[config.mk]
export PLATFORM = sky130hd
export DESIGN_NAME = lz77bd_front
export DESIGN_NICKNAME = d
export VERILOG_FILES = /design/src/sv/lz77bd_pkg.sv /design/src/sv/lz77bd_front.sv
export SDC_FILE = /design/constraint.sdc
export NUM_CORES = 1
export LEC_CHECK = 0
export ABC_CLOCK_PERIOD_IN_PS = 6160
export BUFFER_PORTS_ARGS = -buffer_cell sky130_fd_sc_hd__buf_4
export CAP_MARGIN = 20
export CORE_UTILIZATION = 34
export CTS_CLUSTER_DIAMETER = 100
export DETAILED_ROUTE_END_ITERATION = 10
export GPL_TIMING_DRIVEN = 0
export PLACE_DENSITY = 0.49
export REMOVE_ABC_BUFFERS = 1
export SLEW_MARGIN = 20
export SYNTH_ARGS = -nofsm -noshare
export SYNTH_HDL_FRONTEND = slang
export SYNTH_SLANG_ARGS = --single-unit
[constraint.sdc]
create_clock -name clock -period 6.16 [get_ports clock]
set_clock_uncertainty 0.1 [all_clocks]
set_input_delay 0.924 -clock clock [delete_from_list [all_inputs] [get_ports clock]]
set_output_delay 0.924 -clock clock [all_outputs]
set_load 0.01 [all_outputs]
[src/sv/lz77bd_pkg.sv]
`timescale 1ns / 1ps

package lz77bd_pkg;

   localparam int DIST_BITS   = 15;
   localparam int LEN_BITS    = 8;
   localparam int OUT_LANES   = 8;

   localparam int RING_DEPTH  = 32768;
   localparam int RING_AW     = $clog2(RING_DEPTH);

   localparam int DATA_W      = 8 * OUT_LANES;
   localparam int COUNT_W     = 4;
   localparam int FILL_W      = $clog2(OUT_LANES + 1);

   localparam int ACC_W       = 32;
   localparam int CNT_W       = 6;
   localparam int LIT_NEED    = 9;
   localparam int MATCH_NEED  = 1 + DIST_BITS + LEN_BITS;

   // copy length, up to 2**LEN_BITS + 2
   localparam int RUN_W       = LEN_BITS + 1;
   localparam int PROD_W      = 16;
   localparam int CMP_W       = (DIST_BITS + 1 > PROD_W) ? DIST_BITS + 1 : PROD_W;

   localparam int QUEUE_DEPTH = 2;
   localparam int QPTR_W      = (QUEUE_DEPTH > 1) ? $clog2(QUEUE_DEPTH) : 1;
   localparam int QCNT_W      = $clog2(QUEUE_DEPTH + 1);

   typedef enum logic [1:0] {
      CMD_NONE,
      CMD_LIT,
      CMD_MATCH,
      CMD_BAD
   } cmd_kind_type;

   typedef struct packed {
      cmd_kind_type           kind;
      logic [7:0]             literal;
      logic [DIST_BITS-1:0]   dist_m1;
      logic [LEN_BITS-1:0]    len_m3;
      logic                   last;
   } cmd_type;

   typedef struct packed {
      logic not_empty;
      logic full;
   } q_status_type;

endpackage

[src/sv/lz77bd_front.sv]
`timescale 1ns / 1ps

module lz77bd_front import lz77bd_pkg::*; (
   input  logic         clock,
   input  logic         reset,
   input  logic         req_valid,
   output logic         req_stall,
   input  logic [7:0]   req_in_byte,
   input  logic         req_in_last,
   input  q_status_type q_status,
   output logic         push,
   output cmd_type      push_cmd
);

   logic [ACC_W-1:0]  acc_ff, acc_in, acc_cat, top, acc_rem;
   logic [CNT_W-1:0]  cnt_ff, cnt_in, cnt_cat, need, cnt_rem;
   logic [PROD_W-1:0] prod_ff, prod_in, prod_upd;
   logic [PROD_W:0]   prod_sum, prod_add;
   logic [CMP_W-1:0]  dist_full;
   logic [RUN_W-1:0]  len_full;
   logic              accept, flag, tok, bad;

   assign req_stall = q_status.full;
   assign accept    = req_valid && !req_stall;

   // pending bits are right-aligned; msb-align them to read the token head
   assign acc_cat = {acc_ff[ACC_W-9:0], req_in_byte};
   assign cnt_cat = cnt_ff + CNT_W'(8);
   assign top     = acc_cat << (CNT_W'(ACC_W) - cnt_cat);
   assign flag    = top[ACC_W-1];
   assign need    = flag ? CNT_W'(MATCH_NEED) : CNT_W'(LIT_NEED);
   assign tok     = (cnt_cat >= need);
   assign cnt_rem = tok ? cnt_cat - need : cnt_cat;
   assign acc_rem = acc_cat & ~({ACC_W{1'b1}} << cnt_rem);

   assign dist_full = CMP_W'(top[ACC_W-2 -: DIST_BITS]) + CMP_W'(1);
   assign len_full  = RUN_W'(top[ACC_W-2-DIST_BITS -: LEN_BITS]) + RUN_W'(3);
   assign bad       = flag && (dist_full > CMP_W'(prod_ff));

   // bytes decoded so far, saturating at the window size
   always_comb begin
      if (!flag) begin
         prod_add = (PROD_W+1)'(1);
      end else if (bad) begin
         prod_add = '0;
      end else begin
         prod_add = (PROD_W+1)'(len_full);
      end
   end
   assign prod_sum = (PROD_W+1)'(prod_ff) + prod_add;
   assign prod_upd = (prod_sum > (PROD_W+1)'(RING_DEPTH)) ? PROD_W'(RING_DEPTH)
                                                         : prod_sum[PROD_W-1:0];

   always_comb begin
      acc_in  = acc_ff;
      cnt_in  = cnt_ff;
      prod_in = prod_ff;
      if (accept) begin
         if (req_in_last) begin
            acc_in  = '0;
            cnt_in  = '0;
            prod_in = '0;
         end else begin
            acc_in  = acc_rem;
            cnt_in  = cnt_rem;
            prod_in = tok ? prod_upd : prod_ff;
         end
      end
   end

   always_ff @(posedge clock) begin
      if (reset) begin
         acc_ff  <= '0;
         cnt_ff  <= '0;
         prod_ff <= '0;
      end else begin
         acc_ff  <= acc_in;
         cnt_ff  <= cnt_in;
         prod_ff <= prod_in;
      end
   end

   assign push = accept && (tok || req_in_last);

   always_comb begin
      if (!tok) begin
         push_cmd.kind = CMD_NONE;
      end else if (!flag) begin
         push_cmd.kind = CMD_LIT;
      end else if (bad) begin
         push_cmd.kind = CMD_BAD;
      end else begin
         push_cmd.kind = CMD_MATCH;
      end
      push_cmd.literal = top[ACC_W-2 -: 8];
      push_cmd.dist_m1 = top[ACC_W-2 -: DIST_BITS];
      push_cmd.len_m3  = top[ACC_W-2-DIST_BITS -: LEN_BITS];
      push_cmd.last    = req_in_last;
   end

endmodule

==> run_results.csv <==
group,metric,value,unit
drt,firstDrtPassIters,5,
placed_design,place_area,0.006007,mm²
clock_network,hold_buffers,0,
clock_network,clockBufferDepth,2,
clock_network,cts_tree,"done",
drt,routedWlPerCell,20.10,µm
yosys,synth_edf_count,0,
floorplan,die_w,130.4,µm
drt,vias_per_cell,5.837,
drt,drt_wl_total,19.78,mm
clock_network,cts.sinks,46,
global_route,grt_pass1_wl,30.68,mm
critical_path,path_max_fanout,6,
yosys,yosys_warnings,0,
clock_network,cts_root_buf,"clkbuf_16",
timing,finalMaxSlewViolations,0,
global_route,antenna_found_initial,0,
clock_network,insertion_delay,0.29,ns
global_route,grt_pass1_vias,5566,
yosys,seq_area_frac_synth,0.1642,
floorplan,die_area,0.01701,mm²
placed_design,globalplace.congestion,0.8671,
clock_network,clk_pin_slew,0.07,ns
floorplan,coreArea,0.01600,mm²
finish,fin_area,0.007357,mm²
yosys,synth_cell_type_count,84,
yosys,netlist_instances,682,
critical_path,end_kind,"register",
run_status,outcome,"finished, violations left",
yosys,synth_area,0.005607,mm²
global_route,grt_max_degree,45,
worst_hold_path,hold_end,"acc_ff[18]$_SDFFE_PP0P_",
finish,area_delta_synth_final,31.22,%
finish,n_antenna_cell,0,
job,maxCapViolations,0,
critical_path,timing.rr.end,"prod_ff[9]$_SDFFE_PP0P_",
finish,fin_nets,815,
timing,timing.setup.tns,-3.203,ns
finish,nFillCells,1577,
floorplan,io_pins,50,
drt,antenna_left,0,
run_status,violations,"negative setup slack",
timing,tightest_slew,0.7327,ns
timing,hold_viol,0,
finish,seq_area,935.9,µm²
placed_design,place_hpwl,14.01,mm
global_route,grt_usage,0.2390,
critical_path,crit_path_top_delay_cell,"mux4_2",
critical_path,crit_arrival,6.53,ns
yosys,synthFlopType,"dfxtp_1",
timing,layout_min_cycle_time,6.449,ns
critical_path,cp-start-kind,"register",
global_route,overflow,0,
floorplan,die_h,130.4,µm
drt,drc,0,
worst_hold_path,hold_depth,2,
drt,routed-via-count,5744,
critical_path,r2r_start,"cnt_ff[0]$_SDFFE_PP0P_",
placed_design,port_buffers,48,
timing,finalSetupViolCount,16,
drt,drt-initial-drc-count,446,
timing,timing.slew.headroom,0.5110,
floorplan,rows,46,
critical_path,rrSetupSlack,-0.29,ns
timing,rsz0062_at_grt,"yes",
clock_network,numCtsBuffers,5,
worst_hold_path,min_path_type,"register to register",
finish,multi_input_area,0.004813,mm²
floorplan,initial_utilization,0.3504,
critical_path,worst-setup-path-type,"register to register",
yosys,async_flop_share,0,
timing,period_share,1.047,
clock_network,htreeDepth,2,
finish,drive_gt1_frac,0.3464,
yosys,syn_area_per_cell,8.221,µm²
critical_path,cp_slowest_stage_delay,0.55,ns
critical_path,rr_worst_depth,35,
critical_path,cpMostUsedCell,"a21oi_2",
yosys,ys_seq_elements,46,
critical_path,required,6.24,ns
worst_hold_path,hp-start,"acc_ff[18]$_SDFFE_PP0P_",
timing,postLayoutSetupSlackWorst,-0.2894,ns
timing,fmaxAchievable,155.1,MHz
## placed cells by master, fill, tap and decap left out, types with 9 or more instances in the layout
master      n
a31oi_1     9
nand4_1    10
nor3_1     15
ha_1       24
dfxtp_1    42
a21oi_2     9
nand3_1    18
inv_1      28
nor2_1     67
xnor2_1    14
mux4_2     22
nand2b_1    9
a21oi_1    41
buf_4     106
nand2_1    64
o21ai_0    15
o211ai_1   13
mux2_2     11
mux2i_1    23
## per-layer routing
metal  track usage  part of all wire
met1        0.3231              0.45
met2        0.3845              0.46
met3       0.02728             0.049
met4        0.1048             0.039
met5             0                 0
## sequential cells by signal, indices dropped and copies added, names as in the netlist
signal / cells
cnt_ff: 6
acc_ff: 24
prod_ff: 16
## Yosys cell counts (10+ instances only)
cell       n  area [µm²]
clkbuf_1  13       48.80
nand2_1   68       255.2
o211ai_1  13       97.59
ha_1      33       412.9
xnor2_1   21       183.9
mux2_2    12       135.1
inv_1     30       112.6
buf_4     12       90.09
nand3_1   19       95.09
mux2i_1   26       260.3
nand4_1   10       62.56
nor2_1    73       274.0
a21oi_1   51       255.2
mux4_2    21       473.0
o21ai_0   23       115.1
nor3_1    16       80.08
dfxtp_1   46       920.9
buf_2     13       65.06
nand2b_1  10       62.56
## kinds of logic (layout without fill, tap and decap cells)
group                    Yosys count  after routing  synth area share
flip-flops                        46             46            0.1642
XOR/XNOR                          33             35           0.05758
AO/OA/AOI/OAI                    177            177            0.2207
adder cells (fa/ha/maj)           34             34           0.07722
buffers and inverters             77            160           0.07231
AND/OR/NAND/NOR                  250            251            0.2250
multiplexers                      65             65            0.1830
## how the worst max path moves through the flow
stage	slack, ns	depth (start not counted)	start	endpoint
after CTS	-0.24	30	cnt_ff[0]$_SDFFE_PP0P_	prod_ff[14]$_SDFFE_PP0P_
after floorplan	-1.96	27	cnt_ff[0]$_SDFFE_PP0P_	prod_ff[14]$_SDFFE_PP0P_
after detailed placement	-2.35	29	cnt_ff[0]$_SDFFE_PP0P_	prod_ff[10]$_SDFFE_PP0P_
final	-0.29	35	cnt_ff[0]$_SDFFE_PP0P_	prod_ff[9]$_SDFFE_PP0P_
after global routing	-0.62	32	cnt_ff[0]$_SDFFE_PP0P_	prod_ff[10]$_SDFFE_PP0P_
after global placement	-3.87	27	cnt_ff[0]$_SDFFE_PP0P_	prod_ff[10]$_SDFFE_PP0P_
## stage by stage
stage | hold WS, ns | worst slack [ns] | cells | utilization
after floorplan | 0.3327 | -1.963 | 637 | -
final | 0.3885 | -0.2894 | 984 | 0.4598
after detailed placement | 0.3770 | -2.354 | 903 | 0.3754
after global placement | 0.3685 | -3.868 | 901 | 0.3721
after global routing | 0.4095 | -0.6181 | 984 | 0.4598
after CTS | 0.3865 | -0.2367 | 977 | 0.4483
## critical path, delay by kind of cell, from the launching register on
kind	cells	cell delay [ns]
AO/OA/AOI/OAI	13	2.11
adder cells (fa/ha/maj)	4	1.14
AND/OR/NAND/NOR	8	0.86
multiplexers	2	0.85
buffers and inverters	7	0.79
flip-flops	1	0.36
XOR/XNOR	1	0.12
## what timing repair did
action                     in CTS  in global routing
setup buffers                  62                  7
setup endpoints to repair      18                 18
gates cloned                    4                  0
pin swaps                      54                 46
resized for setup              86                 29
## cell type report
type,instances,share of cell area
clock buffer,5,0.01701
inverter,32,0.01854
multi-input combinational,562,0.6543
sequential,46,0.1272
timing repair buffer,120,0.1401
clock inverter,3,0.006122
tap,216,0.03673
Power is left out: the tool's default activity adds up to more than one toggle a clock period on the data nets, which glitch-free logic cannot reach.
