**src/sv/lz77bd_pkg.sv**
```systemverilog
`timescale 1ns / 1ps

package lz77bd_pkg;

   localparam int DIST_BITS   = 15;
   localparam int LEN_BITS    = 8;
   localparam int OUT_LANES   = 8;

   localparam int RING_DEPTH  = 32768;
   localparam int RING_AW     = $clog2(RING_DEPTH);

   localparam int DATA_W      = 8 * OUT_LANES;
   localparam int COUNT_W     = 4;
   localparam int FILL_W      = $clog2(OUT_LANES + 1);

   localparam int ACC_W       = 32;
   localparam int CNT_W       = 6;
   localparam int LIT_NEED    = 9;
   localparam int MATCH_NEED  = 1 + DIST_BITS + LEN_BITS;

   // copy length, up to 2**LEN_BITS + 2
   localparam int RUN_W       = LEN_BITS + 1;
   localparam int PROD_W      = 16;
   localparam int CMP_W       = (DIST_BITS + 1 > PROD_W) ? DIST_BITS + 1 : PROD_W;

   localparam int QUEUE_DEPTH = 2;
   localparam int QPTR_W      = (QUEUE_DEPTH > 1) ? $clog2(QUEUE_DEPTH) : 1;
   localparam int QCNT_W      = $clog2(QUEUE_DEPTH + 1);

   typedef enum logic [1:0] {
      CMD_NONE,
      CMD_LIT,
      CMD_MATCH,
      CMD_BAD
   } cmd_kind_type;

   typedef struct packed {
      cmd_kind_type           kind;
      logic [7:0]             literal;
      logic [DIST_BITS-1:0]   dist_m1;
      logic [LEN_BITS-1:0]    len_m3;
      logic                   last;
   } cmd_type;

   typedef struct packed {
      logic not_empty;
      logic full;
   } q_status_type;

endpackage

```
**src/sv/lz77bd_queue.sv**
```systemverilog
`timescale 1ns / 1ps

module lz77bd_queue import lz77bd_pkg::*; (
   input  logic         clock,
   input  logic         reset,
   input  logic         push,
   input  cmd_type      push_cmd,
   input  logic         pop,
   output cmd_type      head,
   output q_status_type q_status
);

   cmd_type             entry_ff [QUEUE_DEPTH];
   logic [QPTR_W-1:0]   wr_ptr_ff, wr_ptr_in;
   logic [QPTR_W-1:0]   rd_ptr_ff, rd_ptr_in;
   logic [QCNT_W-1:0]   count_ff, count_in;

   always_comb begin
      wr_ptr_in = wr_ptr_ff;
      rd_ptr_in = rd_ptr_ff;
      count_in  = count_ff;
      if (push) begin
         wr_ptr_in = (wr_ptr_ff == QPTR_W'(QUEUE_DEPTH - 1)) ? '0 : wr_ptr_ff + QPTR_W'(1);
      end
      if (pop) begin
         rd_ptr_in = (rd_ptr_ff == QPTR_W'(QUEUE_DEPTH - 1)) ? '0 : rd_ptr_ff + QPTR_W'(1);
      end
      if (push && !pop) begin
         count_in = count_ff + QCNT_W'(1);
      end else if (pop && !push) begin
         count_in = count_ff - QCNT_W'(1);
      end
   end

   always_ff @(posedge clock) begin
      if (reset) begin
         wr_ptr_ff <= '0;
         rd_ptr_ff <= '0;
         count_ff  <= '0;
      end else begin
         wr_ptr_ff <= wr_ptr_in;
         rd_ptr_ff <= rd_ptr_in;
         count_ff  <= count_in;
      end
      if (push) begin
         entry_ff[wr_ptr_ff] <= push_cmd;
      end
   end

   assign head               = entry_ff[rd_ptr_ff];
   assign q_status.not_empty = (count_ff != '0);
   assign q_status.full      = (count_ff == QCNT_W'(QUEUE_DEPTH));

endmodule

```
**config.mk**
```make
export PLATFORM = sky130hd
export DESIGN_NAME = lz77bd_queue
export DESIGN_NICKNAME = d
export VERILOG_FILES = /design/src/sv/lz77bd_pkg.sv /design/src/sv/lz77bd_queue.sv
export SDC_FILE = /design/constraint.sdc
export NUM_CORES = 1
export LEC_CHECK = 0
export BUFFER_PORTS_ARGS = -buffer_cell sky130_fd_sc_hd__buf_2
export CORE_MARGIN = 10
export CORE_UTILIZATION = 30
export CTS_CLUSTER_DIAMETER = 80
export CTS_CLUSTER_SIZE = 25
export DETAILED_ROUTE_END_ITERATION = 8
export GPL_TIMING_DRIVEN = 0
export HOLD_SLACK_MARGIN = 0.15
export PLACE_DENSITY = 0.55
export REMOVE_ABC_BUFFERS = 1
export SLEW_MARGIN = 20
export SYNTH_ARGS = -nofsm -noshare
export SYNTH_HDL_FRONTEND = slang
export SYNTH_SLANG_ARGS = --single-unit
export TNS_END_PERCENT = 50
```
**constraint.sdc**
```tcl
create_clock -name clock -period 2.13 [get_ports clock]
set_input_delay 0.3195 -clock clock [delete_from_list [all_inputs] [get_ports clock]]
set_output_delay 0.3195 -clock clock [all_outputs]
set_load 0.03 [all_outputs]
```
==> results.toml, run 1 <==
[yosys]
synth-seq-cells = 73
synth.distinct_cells = 17
synth_area_sq_mm = 0.00266
synthCells = 128
yosys_warnings = 0
avgSynthCellArea_sq_um = 20.8
ys_seq_area_share_pct = 80.5
synth_area_leaders = "edfxtp_1, mux2_2, dfxtp_1"
synth_top_area_cell = "edfxtp_1"
synth_top_area_share_pct = 76.7

[worst_setup_path]
setup.worst_path.start_class = "flip-flop"
required_ns = 1.81
worstPathArrival_ns = 1.61
crit_fanout = 19
endpoint_kind = "output port"
crit_type = "flip-flop to output port"

[power_and_ir_drop]
combPwrFrac_pct = 15.9
p_sw_share_pct = 26.7
p_int_w = 0.00244
pwr-share-seq_pct = 51.2
peakVddDrop_mv = 0.452
leakagePower_nw = 1.41
clkPwrFrac_pct = 32.9
p_switching_w = 0.000888
power_density_mw_per_mm2 = 902

[route]
drc = 0
ant_nets = 0
drtIter0Drc = 65
num_vias = 1490
viasPerCell = 4.26
dr.pass1.iters = 4
wl_um = 5480
avgRoutedWirePerCell_um = 15.7

[global_routing]
grt_pass1_wl_um = 8630
grt_start_max_net_pins = 22
track_usage_pct = 8.62
first_global_vias = 1681
grt.overflow.total = 0
antenna_found_initial = 1

[cts]
cts.sinks = 73
clockBufferDepth = 2
postCtsSetupRepairBufs = 0
htree_levels = 3
clkTransAtPathRegs_ns = 0.09
clk_latency_ns = 0.34
cts_tree = "yes"
root_buffer = "clkbuf_8"
cts_made_buffers = 9

[min_path]
hp-class = "input port to flip-flop"

[final_layout]
fin_nets = 276
layout-area-overhead-vs-synth_pct = 38.6
drive_above_1_share_pct = 54.1
n_fill_cell = 851
final_area_sq_mm = 0.00369
antenna_cells = 0

[place]
placed_area_sq_mm = 0.00323
gp_congestion = 0.624
io_buffers = 73
dp_hpwl_um = 3700
preCtsSetupSlack_ns = 0.389

[sta]
period_needed_ns = 1.93
holdWs_ns = 0.166
slew_headroom_pct = 66.4
fmax_mhz = 518
setup_viol = 0
rsz0062_at_grt = "no"
fin_ws_ns = 0.199
slew_viol_final = 0
period_share_pct = 90.7
fin_skew_ns = 0.00882
worst_slew_pin_slew_ns = 0.503
hold_violations = 0

[floorplanning]
die_y_um = 114
die_area_sq_mm = 0.0130
die_w_um = 114
start_util_pct = 30.7
core_area_sq_mm = 0.00868
pin_count = 74
row_count = 34

[flow_run]
cap_viol_max_count = 0

[run_status]
status = "finished clean"
==> cell families (layout without fill, tap and decap cells) <==
kind of cell    count (synthesis)  count (layout)  synth area share, %
flops                          73              73                 80.5
mux                            34              34                 14.4
simple gates                    9               9                 1.83
buf+inv                         5             119                 1.17
xor+xnor                        4               4                 1.32
compound gates                  2               2                0.376
fa+ha+maj                       1               1                0.470
==> area by class of cell <==
| cell class | count | area (sq um) | share of cell area, % |
|---|---|---|---|
| tap | 108 | 135 | 3.66 |
| clock inverter | 7 | 75.1 | 2.03 |
| multi-input combinational | 50 | 498 | 13.5 |
| inverter | 1 | 3.75 | 0.102 |
| timing repair buffer | 102 | 708 | 19.2 |
| sequential | 73 | 2150 | 58.2 |
| clock buffer | 9 | 124 | 3.36 |
==> path summary, 6_finish.rpt <==
| path | start | endpoint | slack [ns] | depth (start not counted) |
|---|---|---|---|---|
| worst max-delay path | flip-flop | head[33] | 0.20 | 3 |
| worst min-delay path | push_cmd[18] | entry_ff[1][18]$_DFFE_PP_ | 0.17 | 1 |
| worst max register to register | wr_ptr_ff$_SDFFE_PP0P_ | entry_ff[1][26]$_DFFE_PP_ | 0.74 | 2 |
| worst min register to register | count_ff[1]$_SDFFE_PP0P_ | count_ff[1]$_SDFFE_PP0P_ | 0.53 | 2 |
==> registers in the layout, summed over array words and instances (netlist names), named ones only <==
name	cells
count_ff	2
entry_ff	68
rd_ptr_ff	1
wr_ptr_ff	1
==> cells in the final DEF, fill, tap and decap left out <==
master         Yosys  routed
nor2b_4            0       1
inv_1              1       1
and2_2             0       1
and2b_2            1       1
buf_2              1      73
a21oi_1            1       1
dlygate4sd3_1      0      26
ha_1               1       1
mux2_2            34      34
inv_6              0       3
buf_16             0       3
xnor2_1            2       2
o21ai_0            1       1
edfxtp_1          68      68
or2_2              1       1
xor2_1             2       2
dfxtp_1            5       4
clkinv_2           0       2
nor2_1             4       4
clkbuf_8           0       9
bufinv_16          0       1
clkinv_4           0       1
dfxtp_4            0       1
or3_1              1       1
==> timing repair <==
item | in CTS | in global routing
setup endpoints to repair | 1 | 0
endpoints found under the hold margin | 51 | 0
hold buffers | 26 | 0
gates resized for setup | 1 | 0
==> power groups by stage <==
stage               sequential (W)  clock [W]  combinational (W)
global route               0.00172    0.00120           0.000571
CTS                        0.00171    0.00114           0.000542
finish                     0.00170    0.00110           0.000528
detailed placement         0.00174          0           0.000503
global placement           0.00175          0           0.000454
floorplan                  0.00174          0           0.000309
==> routing by layer <==
metal / up-vias / wire [um] / track usage [%]
met5: - / 7 / 0
met4: 2 / 67 / 4.01
met3: 9 / 490 / 4.51
met2: 51 / 2630 / 13.2
met1: 713 / 2280 / 9.69
li1: 715 / - / -
==> metrics by stage <==
stage	utilization (%)	power [W]	TNS, ns	cells
after floorplan	-	0.00204	-5.26	124
after CTS	42.5	0.00339	0	350
final	42.5	0.00333	0	350
after detailed placement	37.2	0.00224	0	308
after global routing	42.5	0.00349	0	350
after global placement	36.1	0.00221	-64.67	305
==> synth_stat cells (all sizes together) <==
master	instances
a21oi	1
and2	1
and2b	1
buf	4
dfxtp	5
edfxtp	68
ha	1
inv	1
mux2	34
nor2	4
nor2b	1
o21ai	1
or2	1
or3	1
xnor2	2
xor2	2
==> critical path, cell delays in order, from the launching register on <==
cell,delay [ns]
dfxtp_4,0.51
buf_16,0.21
mux2_2,0.36
buf_2,0.18
(Power assumes the default switching activity.)
==> run 2, diff against run 1 <==
--- a/config.mk
+++ b/config.mk
@@ -6,6 +6,8 @@
 export NUM_CORES = 1
 export LEC_CHECK = 0
 export BUFFER_PORTS_ARGS = -buffer_cell sky130_fd_sc_hd__buf_2
+export CELL_PAD_IN_SITES_DETAIL_PLACEMENT = 0
+export CELL_PAD_IN_SITES_GLOBAL_PLACEMENT = 1
 export CORE_MARGIN = 10
 export CORE_UTILIZATION = 30
 export CTS_CLUSTER_DIAMETER = 80
@@ -13,7 +15,7 @@
 export DETAILED_ROUTE_END_ITERATION = 8
 export GPL_TIMING_DRIVEN = 0
 export HOLD_SLACK_MARGIN = 0.15
-export PLACE_DENSITY = 0.55
+export PLACE_DENSITY = 0.62
 export REMOVE_ABC_BUFFERS = 1
 export SLEW_MARGIN = 20
 export SYNTH_ARGS = -nofsm -noshare
==> constraint.sdc (replaced) <==
create_clock -name clock -period 2.13 [get_ports clock]
set_input_delay 0.426 -clock clock [delete_from_list [all_inputs] [get_ports clock]]
set_output_delay 0.426 -clock clock [all_outputs]
set_load 0.03 [all_outputs]
==> run 2 against run 1 <==
  * Global-route usage fell by 0.36 points
  * Critical path type unchanged
  * Largest power group unchanged
  * Design area fell by 8.0%
  * Count of clock-buffer cells in the layout is the same
  * Sequential share of layout area up 5.1 points
==> results.toml, run 2 (same netlist as run 1, synthesis figures left out) <==
[run_status]
status = "finished clean"

[cts]
root_buffer = "clkbuf_8"
clk_latency_ns = 0.35
clockBufferDepth = 2
cts.sinks = 73
cts_made_buffers = 9
cts_tree = "yes"
postCtsSetupRepairBufs = 0
cts_resized = 1
htree_levels = 3
ctsHoldBuffers = 0
clkTransAtPathRegs_ns = 0.09

[power_and_ir_drop]
power_w = 0.00321
p_sw_share_pct = 28.4
p_int_w = 0.00229
combPwrFrac_pct = 15.1
power_density_mw_per_mm2 = 944
clkPwrFrac_pct = 31.9
pwr-share-seq_pct = 53.0
leakagePower_nw = 1.28
peakVddDrop_mv = 0.447
p_switching_w = 0.000911

[sta]
fin_skew_ns = 0.00499
rsz0062_at_grt = "no"
hold_violations = 0
fmax_mhz = 500
period_share_pct = 93.9
worst_slew_pin_slew_ns = 0.412
period_needed_ns = 2.00
setup_viol = 0
slew_viol_final = 0
slew_headroom_pct = 72.5
finalSetupTns_ns = 0

[global_routing]
first_global_vias = 1611
antenna_found_initial = 0
grt_start_max_net_pins = 24
grt.overflow.total = 0
track_usage_pct = 8.26
grt_pass1_wl_um = 8170

[route]
dr.pass1.iters = 4
drc = 0
drtIter0Drc = 21
ant_nets = 0
num_vias = 1407
viasPerCell = 4.34
wl_um = 5280
avgRoutedWirePerCell_um = 16.3

[final_layout]
top_regs = "entry_ff (68), count_ff (2)"
drive_above_1_share_pct = 60.6
largest_reg_flops = 68
fin_util_pct = 39.1
antenna_cells = 0
layout-area-overhead-vs-synth_pct = 27.5
regMostFlops = "entry_ff"
layout_common_cells = "buf_2, edfxtp_1, mux2_2, clkbuf_8"
final_common_cell = "buf_2"
fin_nets = 250

[floorplanning]
die_y_um = 114
start_util_pct = 30.7
die_area_sq_mm = 0.0130
pin_count = 74
row_count = 34
die_w_um = 114
core_area_sq_mm = 0.00868

[worst_setup_path]
setup.worst_path.start_class = "flip-flop"
crit_fanout = 23
crit_type = "flip-flop to output port"
required_ns = 1.70
worstPathArrival_ns = 1.57
endpoint_kind = "output port"

[place]
io_buffers = 73
gp_congestion = 0.624
dp_hpwl_um = 3680

[min_path]
hp-class = "input port to flip-flop"

[flow_run]
cap_viol_max_count = 0
[run 2: final timing paths]
check                      startpoint                   endpoint  slack (ns)  depth (start not counted)
max                         flip-flop                   head[32]        0.13                          3
min                      push_cmd[21]  entry_ff[0][21]$_DFFE_PP_        0.26                          1
max reg2reg    wr_ptr_ff$_SDFFE_PP0P_   entry_ff[1][1]$_DFFE_PP_        0.80                          2
min reg2reg  count_ff[1]$_SDFFE_PP0P_   count_ff[1]$_SDFFE_PP0P_        0.50                          2
[run 2: through the flow]
step	cell area [sq um]	hold WS, ns	cells	worst slack [ns]
3_3_place_gp	3140	0.487	305	-1.50
3_5_place_dp	3210	0.492	308	0.373
5_1_grt	3390	0.228	324	0.0401
4_1_cts	3390	0.237	324	0.0817
6_report	3390	0.259	324	0.130
2_1_floorplan	2640	0.456	124	-0.258
[run 2: cell type report]
type | instances | area [sq um]
clock buffer | 9 | 124
timing repair buffer | 76 | 425
tap | 108 | 135
fill | 838 | 5280
multi-input combinational | 50 | 498
inverter | 1 | 3.75
sequential | 73 | 2150
clock inverter | 7 | 62.6
[run 2: power groups by stage]
| stage | registers [W] | logic (W) | clock network (W) |
|---|---|---|---|
| 3_5_place_dp | 0.00173 | 0.000495 | 0 |
| 5_1_grt | 0.00171 | 0.000522 | 0.00113 |
| 4_1_cts | 0.00170 | 0.000497 | 0.00106 |
| 3_3_place_gp | 0.00175 | 0.000455 | 0 |
| 6_report | 0.00170 | 0.000485 | 0.00102 |
| 2_1_floorplan | 0.00174 | 0.000309 | 0 |
[run 2: worst max-delay path, cell delays in order, from the launching register on]
cell and delay, ns:
dfxtp_4 0.47, buf_12 0.21, mux2_2 0.36, buf_2 0.18
[run 2: routing by layer]
layer	global-route usage, %	share of wire (%)	up-vias
met5	0	0	-
met1	8.39	40	686
met2	12.9	47	51
li1	-	-	659
met3	5.56	11	11
met4	3.76	1.8	0
